File: src/rtl/core/rde_pkg.sv
`timescale 1ns / 1ps

package rde_pkg;

   localparam int KindWidth    = 3;
   localparam int DataWidth    = 16;
   localparam int StatusWidth  = 2;

   // input kinds
   localparam logic [KindWidth-1:0] KIND_CLEAR   = 3'd0;
   localparam logic [KindWidth-1:0] KIND_PUSH    = 3'd1;
   localparam logic [KindWidth-1:0] KIND_REVERSE = 3'd2;
   localparam logic [KindWidth-1:0] KIND_DELETE  = 3'd3;
   localparam logic [KindWidth-1:0] KIND_READ    = 3'd4;

   // internal operations
   localparam logic [2:0] OP_CLEAR   = 3'd0;
   localparam logic [2:0] OP_PUSH    = 3'd1;
   localparam logic [2:0] OP_REVERSE = 3'd2;
   localparam logic [2:0] OP_DELETE  = 3'd3;
   localparam logic [2:0] OP_READ    = 3'd4;

   // result status
   localparam logic [StatusWidth-1:0] ST_ELEMENT  = 2'd0;
   localparam logic [StatusWidth-1:0] ST_EMPTY    = 2'd1;
   localparam logic [StatusWidth-1:0] ST_ERROR    = 2'd2;
   localparam logic [StatusWidth-1:0] ST_OVERFLOW = 2'd3;

   typedef struct packed {
      logic [2:0]           op;
      logic [DataWidth-1:0] value;
   } op_type;

   typedef struct packed {
      logic [DataWidth-1:0]   element;
      logic [StatusWidth-1:0] status;
      logic                   last;
   } rsp_type;

endpackage

File: src/rtl/core/rde_front.sv
`timescale 1ns / 1ps

module rde_front (
   input  logic                          clock,
   input  logic                          reset,
   input  logic                          req_tvalid,
   output logic                          req_tready,
   input  logic [rde_pkg::KindWidth-1:0] req_kind,
   input  logic [rde_pkg::DataWidth-1:0] req_value,
   output logic                          op_valid,
   input  logic                          op_ready,
   output rde_pkg::op_type               op
);
   import rde_pkg::*;

   op_type     q_ff [2];
   op_type     q_in;
   logic       wr_ptr_ff, wr_ptr_in;
   logic       rd_ptr_ff, rd_ptr_in;
   logic [1:0] cnt_ff, cnt_in;
   logic       known;
   logic       push;
   logic       pop;

   always_comb begin
      known   = 1'b1;
      q_in.op = OP_CLEAR;
      q_in.value = req_value;
      unique case (req_kind)
         KIND_CLEAR:   q_in.op = OP_CLEAR;
         KIND_PUSH:    q_in.op = OP_PUSH;
         KIND_REVERSE: q_in.op = OP_REVERSE;
         KIND_DELETE:  q_in.op = OP_DELETE;
         KIND_READ:    q_in.op = OP_READ;
         default:      known = 1'b0;
      endcase
   end

   assign req_tready = (cnt_ff != 2'd2);
   assign push       = req_tvalid && req_tready && known;
   assign op_valid   = (cnt_ff != 2'd0);
   assign op         = q_ff[rd_ptr_ff];
   assign pop        = op_valid && op_ready;

   always_comb begin
      wr_ptr_in = push ? ~wr_ptr_ff : wr_ptr_ff;
      rd_ptr_in = pop ? ~rd_ptr_ff : rd_ptr_ff;
      cnt_in    = cnt_ff + 2'(push) - 2'(pop);
   end

   always_ff @(posedge clock) begin
      if (reset) begin
         wr_ptr_ff <= 1'b0;
         rd_ptr_ff <= 1'b0;
         cnt_ff    <= 2'd0;
      end else begin
         wr_ptr_ff <= wr_ptr_in;
         rd_ptr_ff <= rd_ptr_in;
         cnt_ff    <= cnt_in;
      end
   end

   always_ff @(posedge clock) begin
      if (push) begin
         q_ff[wr_ptr_ff] <= q_in;
      end
   end

endmodule

File: src/rtl/core/rde_back.sv
`timescale 1ns / 1ps

module rde_back #(
   parameter int DEPTH       = 64,
   parameter int VALUE_WIDTH = 16
) (
   input  logic             clock,
   input  logic             reset,
   input  logic             op_valid,
   output logic             op_ready,
   input  rde_pkg::op_type  op,
   output logic             rsp_valid,
   input  logic             rsp_ready,
   output rde_pkg::rsp_type rsp
);
   import rde_pkg::*;

   localparam int IW = (DEPTH > 1) ? $clog2(DEPTH) : 1;
   localparam int CW = $clog2(DEPTH + 1);
   localparam int SW = (VALUE_WIDTH < DataWidth) ? VALUE_WIDTH : DataWidth;

   localparam logic S_IDLE   = 1'b0;
   localparam logic S_STREAM = 1'b1;

   logic [SW-1:0] mem [DEPTH];
   logic [SW-1:0] rd_data_ff;

   logic          state_ff, state_in;
   logic [IW-1:0] head_ff, head_in;
   logic [CW-1:0] count_ff, count_in;
   logic          rev_ff, rev_in;
   logic          err_ff, err_in;
   logic [IW-1:0] ptr_ff, ptr_in;
   logic [CW-1:0] remain_ff, remain_in;

   logic                   pend_ff, pend_in;
   logic [StatusWidth-1:0] pend_st_ff, pend_st_in;
   logic                   pend_last_ff, pend_last_in;

   rsp_type    rq_ff [4];
   rsp_type    rq_entry;
   logic [1:0] rq_wr_ff, rq_rd_ff;
   logic [2:0] occ_ff, occ_in;
   logic       rq_pop;

   logic          space;
   logic          full;
   logic          we;
   logic          rd_en;
   logic [CW:0]   tail_sum;
   logic [CW:0]   last_sum;
   logic [IW-1:0] tail_addr;
   logic [IW-1:0] last_addr;
   logic [IW-1:0] ptr_inc;
   logic [IW-1:0] ptr_dec;
   logic [IW-1:0] head_inc;

   assign full  = (count_ff == CW'(DEPTH));
   assign space = (occ_ff + 3'(pend_ff)) <= 3'd2;

   always_comb begin
      tail_sum  = (CW+1)'(head_ff) + (CW+1)'(count_ff);
      last_sum  = tail_sum - (CW+1)'(1);
      tail_addr = (tail_sum >= (CW+1)'(DEPTH)) ? IW'(tail_sum - (CW+1)'(DEPTH))
                                               : IW'(tail_sum);
      last_addr = (last_sum >= (CW+1)'(DEPTH)) ? IW'(last_sum - (CW+1)'(DEPTH))
                                               : IW'(last_sum);
      ptr_inc   = (ptr_ff == IW'(DEPTH - 1)) ? '0 : ptr_ff + IW'(1);
      ptr_dec   = (ptr_ff == '0) ? IW'(DEPTH - 1) : ptr_ff - IW'(1);
      head_inc  = (head_ff == IW'(DEPTH - 1)) ? '0 : head_ff + IW'(1);
   end

   always_comb begin
      state_in     = state_ff;
      head_in      = head_ff;
      count_in     = count_ff;
      rev_in       = rev_ff;
      err_in       = err_ff;
      ptr_in       = ptr_ff;
      remain_in    = remain_ff;
      pend_in      = 1'b0;
      pend_st_in   = ST_ELEMENT;
      pend_last_in = 1'b0;
      op_ready     = 1'b0;
      we           = 1'b0;
      rd_en        = 1'b0;
      unique case (state_ff)
         S_IDLE: begin
            if (op_valid && space) begin
               op_ready = 1'b1;
               unique case (op.op)
                  OP_CLEAR: begin
                     head_in  = '0;
                     count_in = '0;
                     rev_in   = 1'b0;
                     err_in   = 1'b0;
                  end
                  OP_PUSH: begin
                     if (full) begin
                        pend_in      = 1'b1;
                        pend_st_in   = ST_OVERFLOW;
                        pend_last_in = 1'b1;
                     end else begin
                        we       = 1'b1;
                        count_in = count_ff + CW'(1);
                     end
                  end
                  OP_REVERSE: rev_in = ~rev_ff;
                  OP_DELETE: begin
                     if (count_ff == '0) begin
                        err_in = 1'b1;
                     end else begin
                        count_in = count_ff - CW'(1);
                        if (!rev_ff) begin
                           head_in = head_inc;
                        end
                     end
                  end
                  OP_READ: begin
                     if (err_ff) begin
                        pend_in      = 1'b1;
                        pend_st_in   = ST_ERROR;
                        pend_last_in = 1'b1;
                     end else if (count_ff == '0) begin
                        pend_in      = 1'b1;
                        pend_st_in   = ST_EMPTY;
                        pend_last_in = 1'b1;
                     end else begin
                        state_in  = S_STREAM;
                        remain_in = count_ff;
                        ptr_in    = rev_ff ? last_addr : head_ff;
                     end
                  end
                  default: ;
               endcase
            end
         end
         S_STREAM: begin
            if (space) begin
               rd_en        = 1'b1;
               pend_in      = 1'b1;
               pend_st_in   = ST_ELEMENT;
               pend_last_in = (remain_ff == CW'(1));
               remain_in    = remain_ff - CW'(1);
               ptr_in       = rev_ff ? ptr_dec : ptr_inc;
               if (remain_ff == CW'(1)) begin
                  state_in = S_IDLE;
               end
            end
         end
         default: state_in = S_IDLE;
      endcase
   end

   always_ff @(posedge clock) begin
      if (reset) begin
         state_ff <= S_IDLE;
         head_ff  <= '0;
         count_ff <= '0;
         rev_ff   <= 1'b0;
         err_ff   <= 1'b0;
         pend_ff  <= 1'b0;
      end else begin
         state_ff <= state_in;
         head_ff  <= head_in;
         count_ff <= count_in;
         rev_ff   <= rev_in;
         err_ff   <= err_in;
         pend_ff  <= pend_in;
      end
   end

   always_ff @(posedge clock) begin
      ptr_ff       <= ptr_in;
      remain_ff    <= remain_in;
      pend_st_ff   <= pend_st_in;
      pend_last_ff <= pend_last_in;
   end

   always_ff @(posedge clock) begin
      if (we) begin
         mem[tail_addr] <= op.value[SW-1:0];
      end
   end

   always_ff @(posedge clock) begin
      if (rd_en) begin
         rd_data_ff <= mem[ptr_ff];
      end
   end

   // result queue, four deep
   always_comb begin
      rq_entry.element = (pend_st_ff == ST_ELEMENT) ? DataWidth'(rd_data_ff) : '0;
      rq_entry.status  = pend_st_ff;
      rq_entry.last    = pend_last_ff;
   end

   assign rsp_valid = (occ_ff != 3'd0);
   assign rsp       = rq_ff[rq_rd_ff];
   assign rq_pop    = rsp_valid && rsp_ready;
   assign occ_in    = occ_ff + 3'(pend_ff) - 3'(rq_pop);

   always_ff @(posedge clock) begin
      if (reset) begin
         rq_wr_ff <= 2'd0;
         rq_rd_ff <= 2'd0;
         occ_ff   <= 3'd0;
      end else begin
         rq_wr_ff <= rq_wr_ff + 2'(pend_ff);
         rq_rd_ff <= rq_rd_ff + 2'(rq_pop);
         occ_ff   <= occ_in;
      end
   end

   always_ff @(posedge clock) begin
      if (pend_ff) begin
         rq_ff[rq_wr_ff] <= rq_entry;
      end
   end

endmodule

File: src/rtl/core/reversible_deque_engine.sv
`timescale 1ns / 1ps
// Reversible deque engine: a list of up to DEPTH values with lazy reverse.
// Request channel (req_): tuser carries the kind (clear, push, reverse,
// delete front, read out), tdata the value to push. Kinds 5 to 7 are dropped.
// Response channel (rsp_): tdata is the element, tuser the status (element,
// empty, error, overflow), tlast marks the final result of one read out.
// A two-entry command queue takes one transaction per cycle while it is not
// full; the execution side takes a new clear, push, reverse or delete
// whenever it is idle and the response queue has room. A read out of n
// elements streams n results, one per cycle while the response queue has
// room, limited by the single read port of the element store.
// Reset (synchronous) empties the list and clears the reverse and error
// flags; it needs no clearing pass, since the store is only read at
// entries that were written.
// When rsp_tready is low the four-entry response queue fills, streaming
// pauses, then the command queue fills and req_tready drops.
module reversible_deque_engine #(
   parameter int DEPTH       = 64,
   parameter int VALUE_WIDTH = 16
) (
   input  logic        clock,
   input  logic        reset,
   input  logic        req_tvalid,
   output logic        req_tready,
   input  logic [15:0] req_tdata,   // [15:0] value
   input  logic [2:0]  req_tuser,   // [2:0] kind
   output logic        rsp_tvalid,
   input  logic        rsp_tready,
   output logic [15:0] rsp_tdata,   // [15:0] element
   output logic [1:0]  rsp_tuser,   // [1:0] status
   output logic        rsp_tlast
);
   import rde_pkg::*;

   logic    op_valid;
   logic    op_ready;
   op_type  op;
   rsp_type rsp;

   rde_front u_front (
      .clock      (clock),
      .reset      (reset),
      .req_tvalid (req_tvalid),
      .req_tready (req_tready),
      .req_kind   (req_tuser),
      .req_value  (req_tdata),
      .op_valid   (op_valid),
      .op_ready   (op_ready),
      .op         (op)
   );

   rde_back #(
      .DEPTH       (DEPTH),
      .VALUE_WIDTH (VALUE_WIDTH)
   ) u_back (
      .clock     (clock),
      .reset     (reset),
      .op_valid  (op_valid),
      .op_ready  (op_ready),
      .op        (op),
      .rsp_valid (rsp_tvalid),
      .rsp_ready (rsp_tready),
      .rsp       (rsp)
   );

   assign rsp_tdata = rsp.element;
   assign rsp_tuser = rsp.status;
   assign rsp_tlast = rsp.last;

endmodule

File: config.mk
export PLATFORM = sky130hd
export DESIGN_NAME = reversible_deque_engine
export DESIGN_NICKNAME = d
export VERILOG_FILES = /design/src/rtl/core/rde_pkg.sv /design/src/rtl/core/rde_front.sv /design/src/rtl/core/rde_back.sv /design/src/rtl/core/reversible_deque_engine.sv
export SDC_FILE = /design/constraint.sdc
export NUM_CORES = 1
export LEC_CHECK = 0
export BUFFER_PORTS_ARGS = -buffer_cell sky130_fd_sc_hd__buf_2
export CAP_MARGIN = 15
export CORE_AREA = 5 5 284 286
export DETAILED_ROUTE_END_ITERATION = 8
export DIE_AREA = 0 0 289 291
export PLACE_DENSITY = 0.77
export SKIP_LAST_GASP = 1
export SLEW_MARGIN = 10
export SYNTH_ARGS = -nofsm -noshare
export SYNTH_HDL_FRONTEND = slang
export SYNTH_SLANG_ARGS = --single-unit
File: constraint.sdc
create_clock -name clock -period 10.2 [get_ports clock]
set_clock_uncertainty 0.1 [all_clocks]
set_input_delay 1.02 -clock clock [delete_from_list [all_inputs] [get_ports clock]]
set_output_delay 1.02 -clock clock [all_outputs]
set_load 0.03 [all_outputs]
==> results of run 1 <==
layout make-up:
cell class | count | share of cell area (%)
Multi-Input combinational cell | 930 | 20.1
Clock inverter | 65 | 1.52
Sequential cell | 1199 | 68.1
Clock buffer | 141 | 5.73
Tap cell | 1050 | 2.51
Timing Repair Buffer | 140 | 1.87
Inverter | 20 | 0.143
Antenna cell | 3 | 0.0143
worst max-delay path, cell delays in order (launching register included):
cell and delay [ps]:
edfxtp_1 770, buf_4 840, buf_4 800, mux4_2 590, a22oi_1 200, nand2_1 90, a22oi_1 260, o221ai_1 180
Yosys cell counts, types with 9 or more instances:
master    instances  area share [%]
dfxtp_1          32             1.4
ha_1             25            0.67
buf_6            11            0.26
xnor2_1          20            0.37
and2_1           22            0.29
nand2_1          58            0.47
o21ai_0          35            0.37
inv_1            20            0.16
nand2b_1          9            0.12
buf_4            16            0.26
xor2_1            9            0.17
buf_2            17            0.18
buf_1            20            0.16
edfxtp_1       1167              75
nor2_1          117            0.94
o22ai_1          22            0.29
a21oi_1          54            0.58
nor2b_1          13            0.17
mux4_2          276              13
clkbuf_1         51            0.41
nand3_1          29            0.31
mux2_2           18            0.43
a22oi_1          82             1.3
registers in the layout, indices dropped and copies added (netlist names), named ones only:
signal	flops
u_back.occ_ff	3
u_back.rq_ff	76
u_back.rev_ff	1
u_front.rd_ptr_ff	1
u_back.rq_rd_ff	2
u_back.pend_last_ff	1
u_back.count_ff	7
u_front.wr_ptr_ff	1
u_back.pend_ff	1
u_back.mem	1024
u_back.rq_wr_ff	2
u_back.head_ff	6
u_back.rd_data_ff	16
u_front.cnt_ff	2
u_front.q_ff	38
u_back.err_ff	1
u_back.state_ff	1
u_back.remain_ff	7
u_back.pend_st_ff	2
u_back.ptr_ff	6
report_power, final:
part,switching [W],total [W],internal (W)
Combinational,0.000644,0.000866,0.000222
Clock,0.00176,0.00429,0.00254
Sequential,0.0000399,0.00577,0.00573
metal layers:
| metal | track usage (%) | up-vias | wire, microns |
|---|---|---|---|
| met5 | 0 | - | 27 |
| met4 | 10.3 | 4 | 4510 |
| met3 | 5.69 | 223 | 13400 |
| met2 | 41.4 | 1745 | 53400 |
| met1 | 38.7 | 12400 | 40400 |
| li1 | - | 9692 | - |
worst max path at each step:
| stage | end | slack (ps) | depth (start not counted) |
|---|---|---|---|
| 2_1_floorplan | u_back.mem[16][0] | 6990 | 9 |
| 3_3_place_gp | u_back.rd_data_ff[13] | 6050 | 7 |
| 3_5_place_dp | u_back.rd_data_ff[13] | 5980 | 7 |
| 4_1_cts | u_back.rd_data_ff[12] | 5990 | 7 |
| 5_1_grt | u_back.rd_data_ff[14] | 5630 | 7 |
| 6_report | u_back.rd_data_ff[12] | 5990 | 7 |
cells by family (layout without fill, tap and decap cells):
group           after synthesis  count (layout)
buf+inv                     135             366
other cells                   0               3
compound gates              266             266
xor+xnor                     31              31
simple gates                304             304
flops                      1199            1199
mux                         302             302
fa+ha+maj                    27              27
stage by stage:
step | cell area [sq um] | hold slack [ps]
2_1_floorplan | 46800 | 338
3_3_place_gp | 48500 | 391
3_5_place_dp | 48500 | 409
4_1_cts | 52300 | 410
5_1_grt | 52400 | 420
6_report | 52400 | 417
==> flow_summary.yaml, run 1 <==
run_status:
  outcome: "finished clean"
finish:
  num-nets-final: 2454
  area_delta_synth_final_pct: 11.9
  fillers: 4744
  mostFrequentLayoutCell: "edfxtp_1"
  ff_latch_area_sq_um: 35700
  finalNonFillerCells: 3548
  drive_above_1_share_pct: 25.1
  final_cell_mix: "1167 x edfxtp_1, 276 x mux4_2, 113 x clkbuf_16"
  multi_input_area_sq_um: 10500
  fin_util_pct: 67.1
setup_path:
  worst_setup_path_end_kind: "flop"
  worstReg2RegEnd: "u_back.rd_data_ff[12]"
  r2r_slack_ps: 5990
  crit_start: "u_back.ptr_ff[0]"
  r2r-start: "u_back.ptr_ff[0]"
  cp_max_fo: 45
  worst-r2r-cell-count: 7
  startpoint_type: "flop"
  critPathArrivalTime_ps: 4480
  critical_path_class: "reg2reg"
  worstPathRequired_ps: 10470
clocking:
  clock_path_buffers: 3
  clkSinkCount: 1199
  htree_levels: 3
  clk_latency_ps: 690
  clkSlewWorstSetupHoldPaths_ps: 70
  cts_tree: "done"
  numCtsBuffers: 113
  cts_resized: 0
  hold_buffers: 0
  cts_setup_buffers: 0
  cts-root-buf: "clkbuf_16"
floorplan:
  initial_utilization_pct: 59.9
  pin_count: 44
  fp-row-count: 103
  die_w_microns: 289
  core-area_sq_um: 78100
  dieArea_sq_um: 84100
  dieHeight_microns: 291
timing:
  setup_ws_ps: 5990
  rsz0062_at_grt: "no"
  final_max_slew_viol_count: 0
  finalHoldViolCount: 0
  slew_headroom_pct: 15.8
  finalCriticalPeriod_ps: 4210
  fmax_mhz: 238
  setup_violations: 0
  min_period_over_period_pct: 41.2
  tightest_slew_ps: 1260
  fin_tns_setup_ps: 0
job:
  max-cap-violations: 0
logic_synthesis:
  ys_types: 70
  synthMuxAreaShare_pct: 13.9
  syn_nets: 2314
  synth-compound-area-share_pct: 3.84
  yosysWarnings: 0
  synth_cells: 2264
  synth_adder_area_share_pct: 0.754
  ys_seq_elements: 1199
  synthSimpleGateAreaFrac_pct: 3.24
  ys_async_sr_fraction_pct: 0
  synth_area_sq_um: 46800
  synth_top_family_by_area: "multiplexers"
  synth_flop_cell: "edfxtp_1"
  syn_area_per_cell_sq_um: 20.7
  synth_edf_count: 1167
  ys_seq_area_share_pct: 76.2
  synthXorXnorAreaFrac_pct: 0.636
drt:
  ant_nets: 0
  vias: 24100
  route.detailed.drc: 0
  via_per_inst: 6.78
  drt_iter0_markers: 3938
  drt_first_pass_iters: 6
  drt-wirelength-per-cell_microns: 31.5
  wl_microns: 112000
pwr:
  leakage_nw: 16.6
  finalPower_w: 0.0109
  p_per_area_nw_per_um2: 209
  peakVddDrop_mv: 0.156
global_routing:
  grt_pass1_vias: 23800
  grt-ovfl-total: 0
  grt_pass1_wl_microns: 164000
  track_usage_pct: 26.9
  antenna_found_initial: 8
  grt_max_degree: 155
hold_path:
  hold_depth: 2
  hold_start: "u_back.err_ff"
  min_path_type: "reg2reg"
  worstHoldEndpoint: "u_back.pend_st_ff[1]"
place:
  place_ws_ps: 5980
  dp_cells: 3338
  hpwl_microns: 63200
  gp_congestion: 0.866
  io_buffer_count: 43
No activity file was read; power rests on OpenSTA's default activity.
==> run 2, diff against run 1 <==
==> constraint.sdc (replaced) <==
create_clock -name clock -period 4.37 [get_ports clock]
set_clock_uncertainty 0.1 [all_clocks]
set_input_delay 0.437 -clock clock [delete_from_list [all_inputs] [get_ports clock]]
set_output_delay 0.437 -clock clock [all_outputs]
set_load 0.03 [all_outputs]
==> flow_summary.yaml, run 2 (synthesis results as in run 1) <==
drt:
  wl_microns: 116000
  drt-wirelength-per-cell_microns: 32.1
  drt_iter0_markers: 3715
  via_per_inst: 6.83
  route.detailed.drc: 0
  drt_first_pass_iters: 7
  ant_nets: 0
  vias: 24800
floorplan:
  core-area_sq_um: 78100
  pin_count: 44
  dieArea_sq_um: 84100
  fp-row-count: 103
  initial_utilization_pct: 59.9
  dieHeight_microns: 291
  die_w_microns: 289
timing:
  tightest_slew_ps: 1250
  finalCriticalPeriod_ps: 3900
  hold_slack_ps: 97.1
  finalHoldViolCount: 0
  setup_violations: 0
  fmax_mhz: 257
  min_period_over_period_pct: 89.2
  slew_headroom_pct: 16.6
  fin_tns_setup_ps: 0
  final_max_slew_viol_count: 0
  rsz0062_at_grt: "no"
job:
  max-cap-violations: 0
setup_path:
  r2r_slack_ps: 470
  critical_path_class: "reg2reg"
  critPathArrivalTime_ps: 4180
  startpoint_type: "flop"
  r2r-start: "u_back.ptr_ff[0]"
  crit_start: "u_back.ptr_ff[0]"
  worstPathRequired_ps: 4650
  cp_max_fo: 19
  worst_setup_path_end_kind: "flop"
finish:
  fillers: 4707
  final_cell_mix: "1167 x edfxtp_1, 276 x mux4_2, 141 x buf_4"
  mostFrequentLayoutCell: "edfxtp_1"
  area_delta_synth_final_pct: 13.5
  num-nets-final: 2527
  drive_above_1_share_pct: 26.6
  largest_register_ffs: 1024
  regMostFlops: "u_back.mem"
  largestRegisters: "u_back.mem x1024, u_back.rq_ff x76, u_front.q_ff x38"
global_routing:
  grt_max_degree: 69
  grt-ovfl-total: 0
  track_usage_pct: 27.9
  grt_pass1_vias: 24900
  grt_pass1_wl_microns: 170000
  antenna_found_initial: 7
clocking:
  clk_latency_ps: 680
  numCtsBuffers: 110
  cts-root-buf: "clkbuf_16"
  clock_path_buffers: 3
  clkSinkCount: 1199
  htree_levels: 3
  cts_tree: "done"
  clkSlewWorstSetupHoldPaths_ps: 60
pwr:
  finalPower_w: 0.0258
  peakVddDrop_mv: 0.382
  p_per_area_nw_per_um2: 486
  leakage_nw: 17.0
place:
  io_buffer_count: 43
  gp_congestion: 0.965
  hpwl_microns: 69000
run_status:
  outcome: "finished clean"
hold_path:
  min_path_type: "in2reg"
  hold_start: "req_tuser[1]"
[run 2: cell count changes in the layout (fill, tap and decap cells not counted), moves of 2 or more]
cell,delta
nor2_1,+4
mux2_4,-2
nor2_2,-4
clkinv_1,-3
dlygate4sd3_1,+19
buf_12,+10
buf_4,+47
clkinvlp_4,+4
clkbuf_1,-2
mux2_2,+2
[run 2: through the flow]
stage	setup slack (ps)	std cells	util, %	instance area [sq um]
floorplan	1160	2264	-	46800
global placement	644	3392	62.8	49000
detailed placement	605	3392	62.8	49000
CTS	530	3615	67.9	53000
global route	345	3619	68.0	53100
finish	473	3623	68.0	53100
[run 2: what timing repair did]
| item | CTS | global route |
|---|---|---|
| buffers inserted | 0 | 0 |
| gates resized for setup | 0 | 0 |
| hold buffers | 19 | 0 |
| hold endpoints to repair | 38 | 0 |
[run 2: worst paths after layout]
kind                                              to  cells past startpoint
worst max-delay path            u_back.rd_data_ff[8]                      6
worst min-delay path             u_front.q_ff[0][17]                      2
worst max register to register  u_back.rd_data_ff[8]                      6
worst min register to register    u_back.rq_ff[2][2]                      0
[run 2: final cells by class]
cell class	count	area, sq um	share of cell area [%]
Antenna cell	4	10.0	0.0188
Clock buffer	139	3000	5.64
Tap cell	1050	1310	2.47
Sequential cell	1199	35700	67.2
Clock inverter	65	845	1.59
Multi-Input combinational cell	930	10500	19.7
Inverter	20	75.1	0.141
Timing Repair Buffer	216	1720	3.24
[run 2: per-layer routing]
metal	vias to the layer above	global-route usage, %	part of all wire, %
met2	1886	43.1	48
met5	-	0	0.040
met4	6	11.7	4.9
li1	9827	-	-
met3	334	6.58	12
met1	12700	39.0	36
[run 2: power breakdown]
group / switching [W] / total [W] / leakage [nW] / internal (W)
Combinational: 0.00165 / 0.00222 / 4.38 / 0.000576
Clock: 0.00417 / 0.0101 / 1.86 / 0.00597
Sequential: 0.0000715 / 0.0134 / 10.8 / 0.0134
[run 2: worst max-delay path, stage by stage, from the launching register on]
cell	delay, ps
edfxtp_1	1080
buf_4	510
buf_4	350
mux4_2	540
o22ai_1	480
o22a_1	370
o31ai_1	140
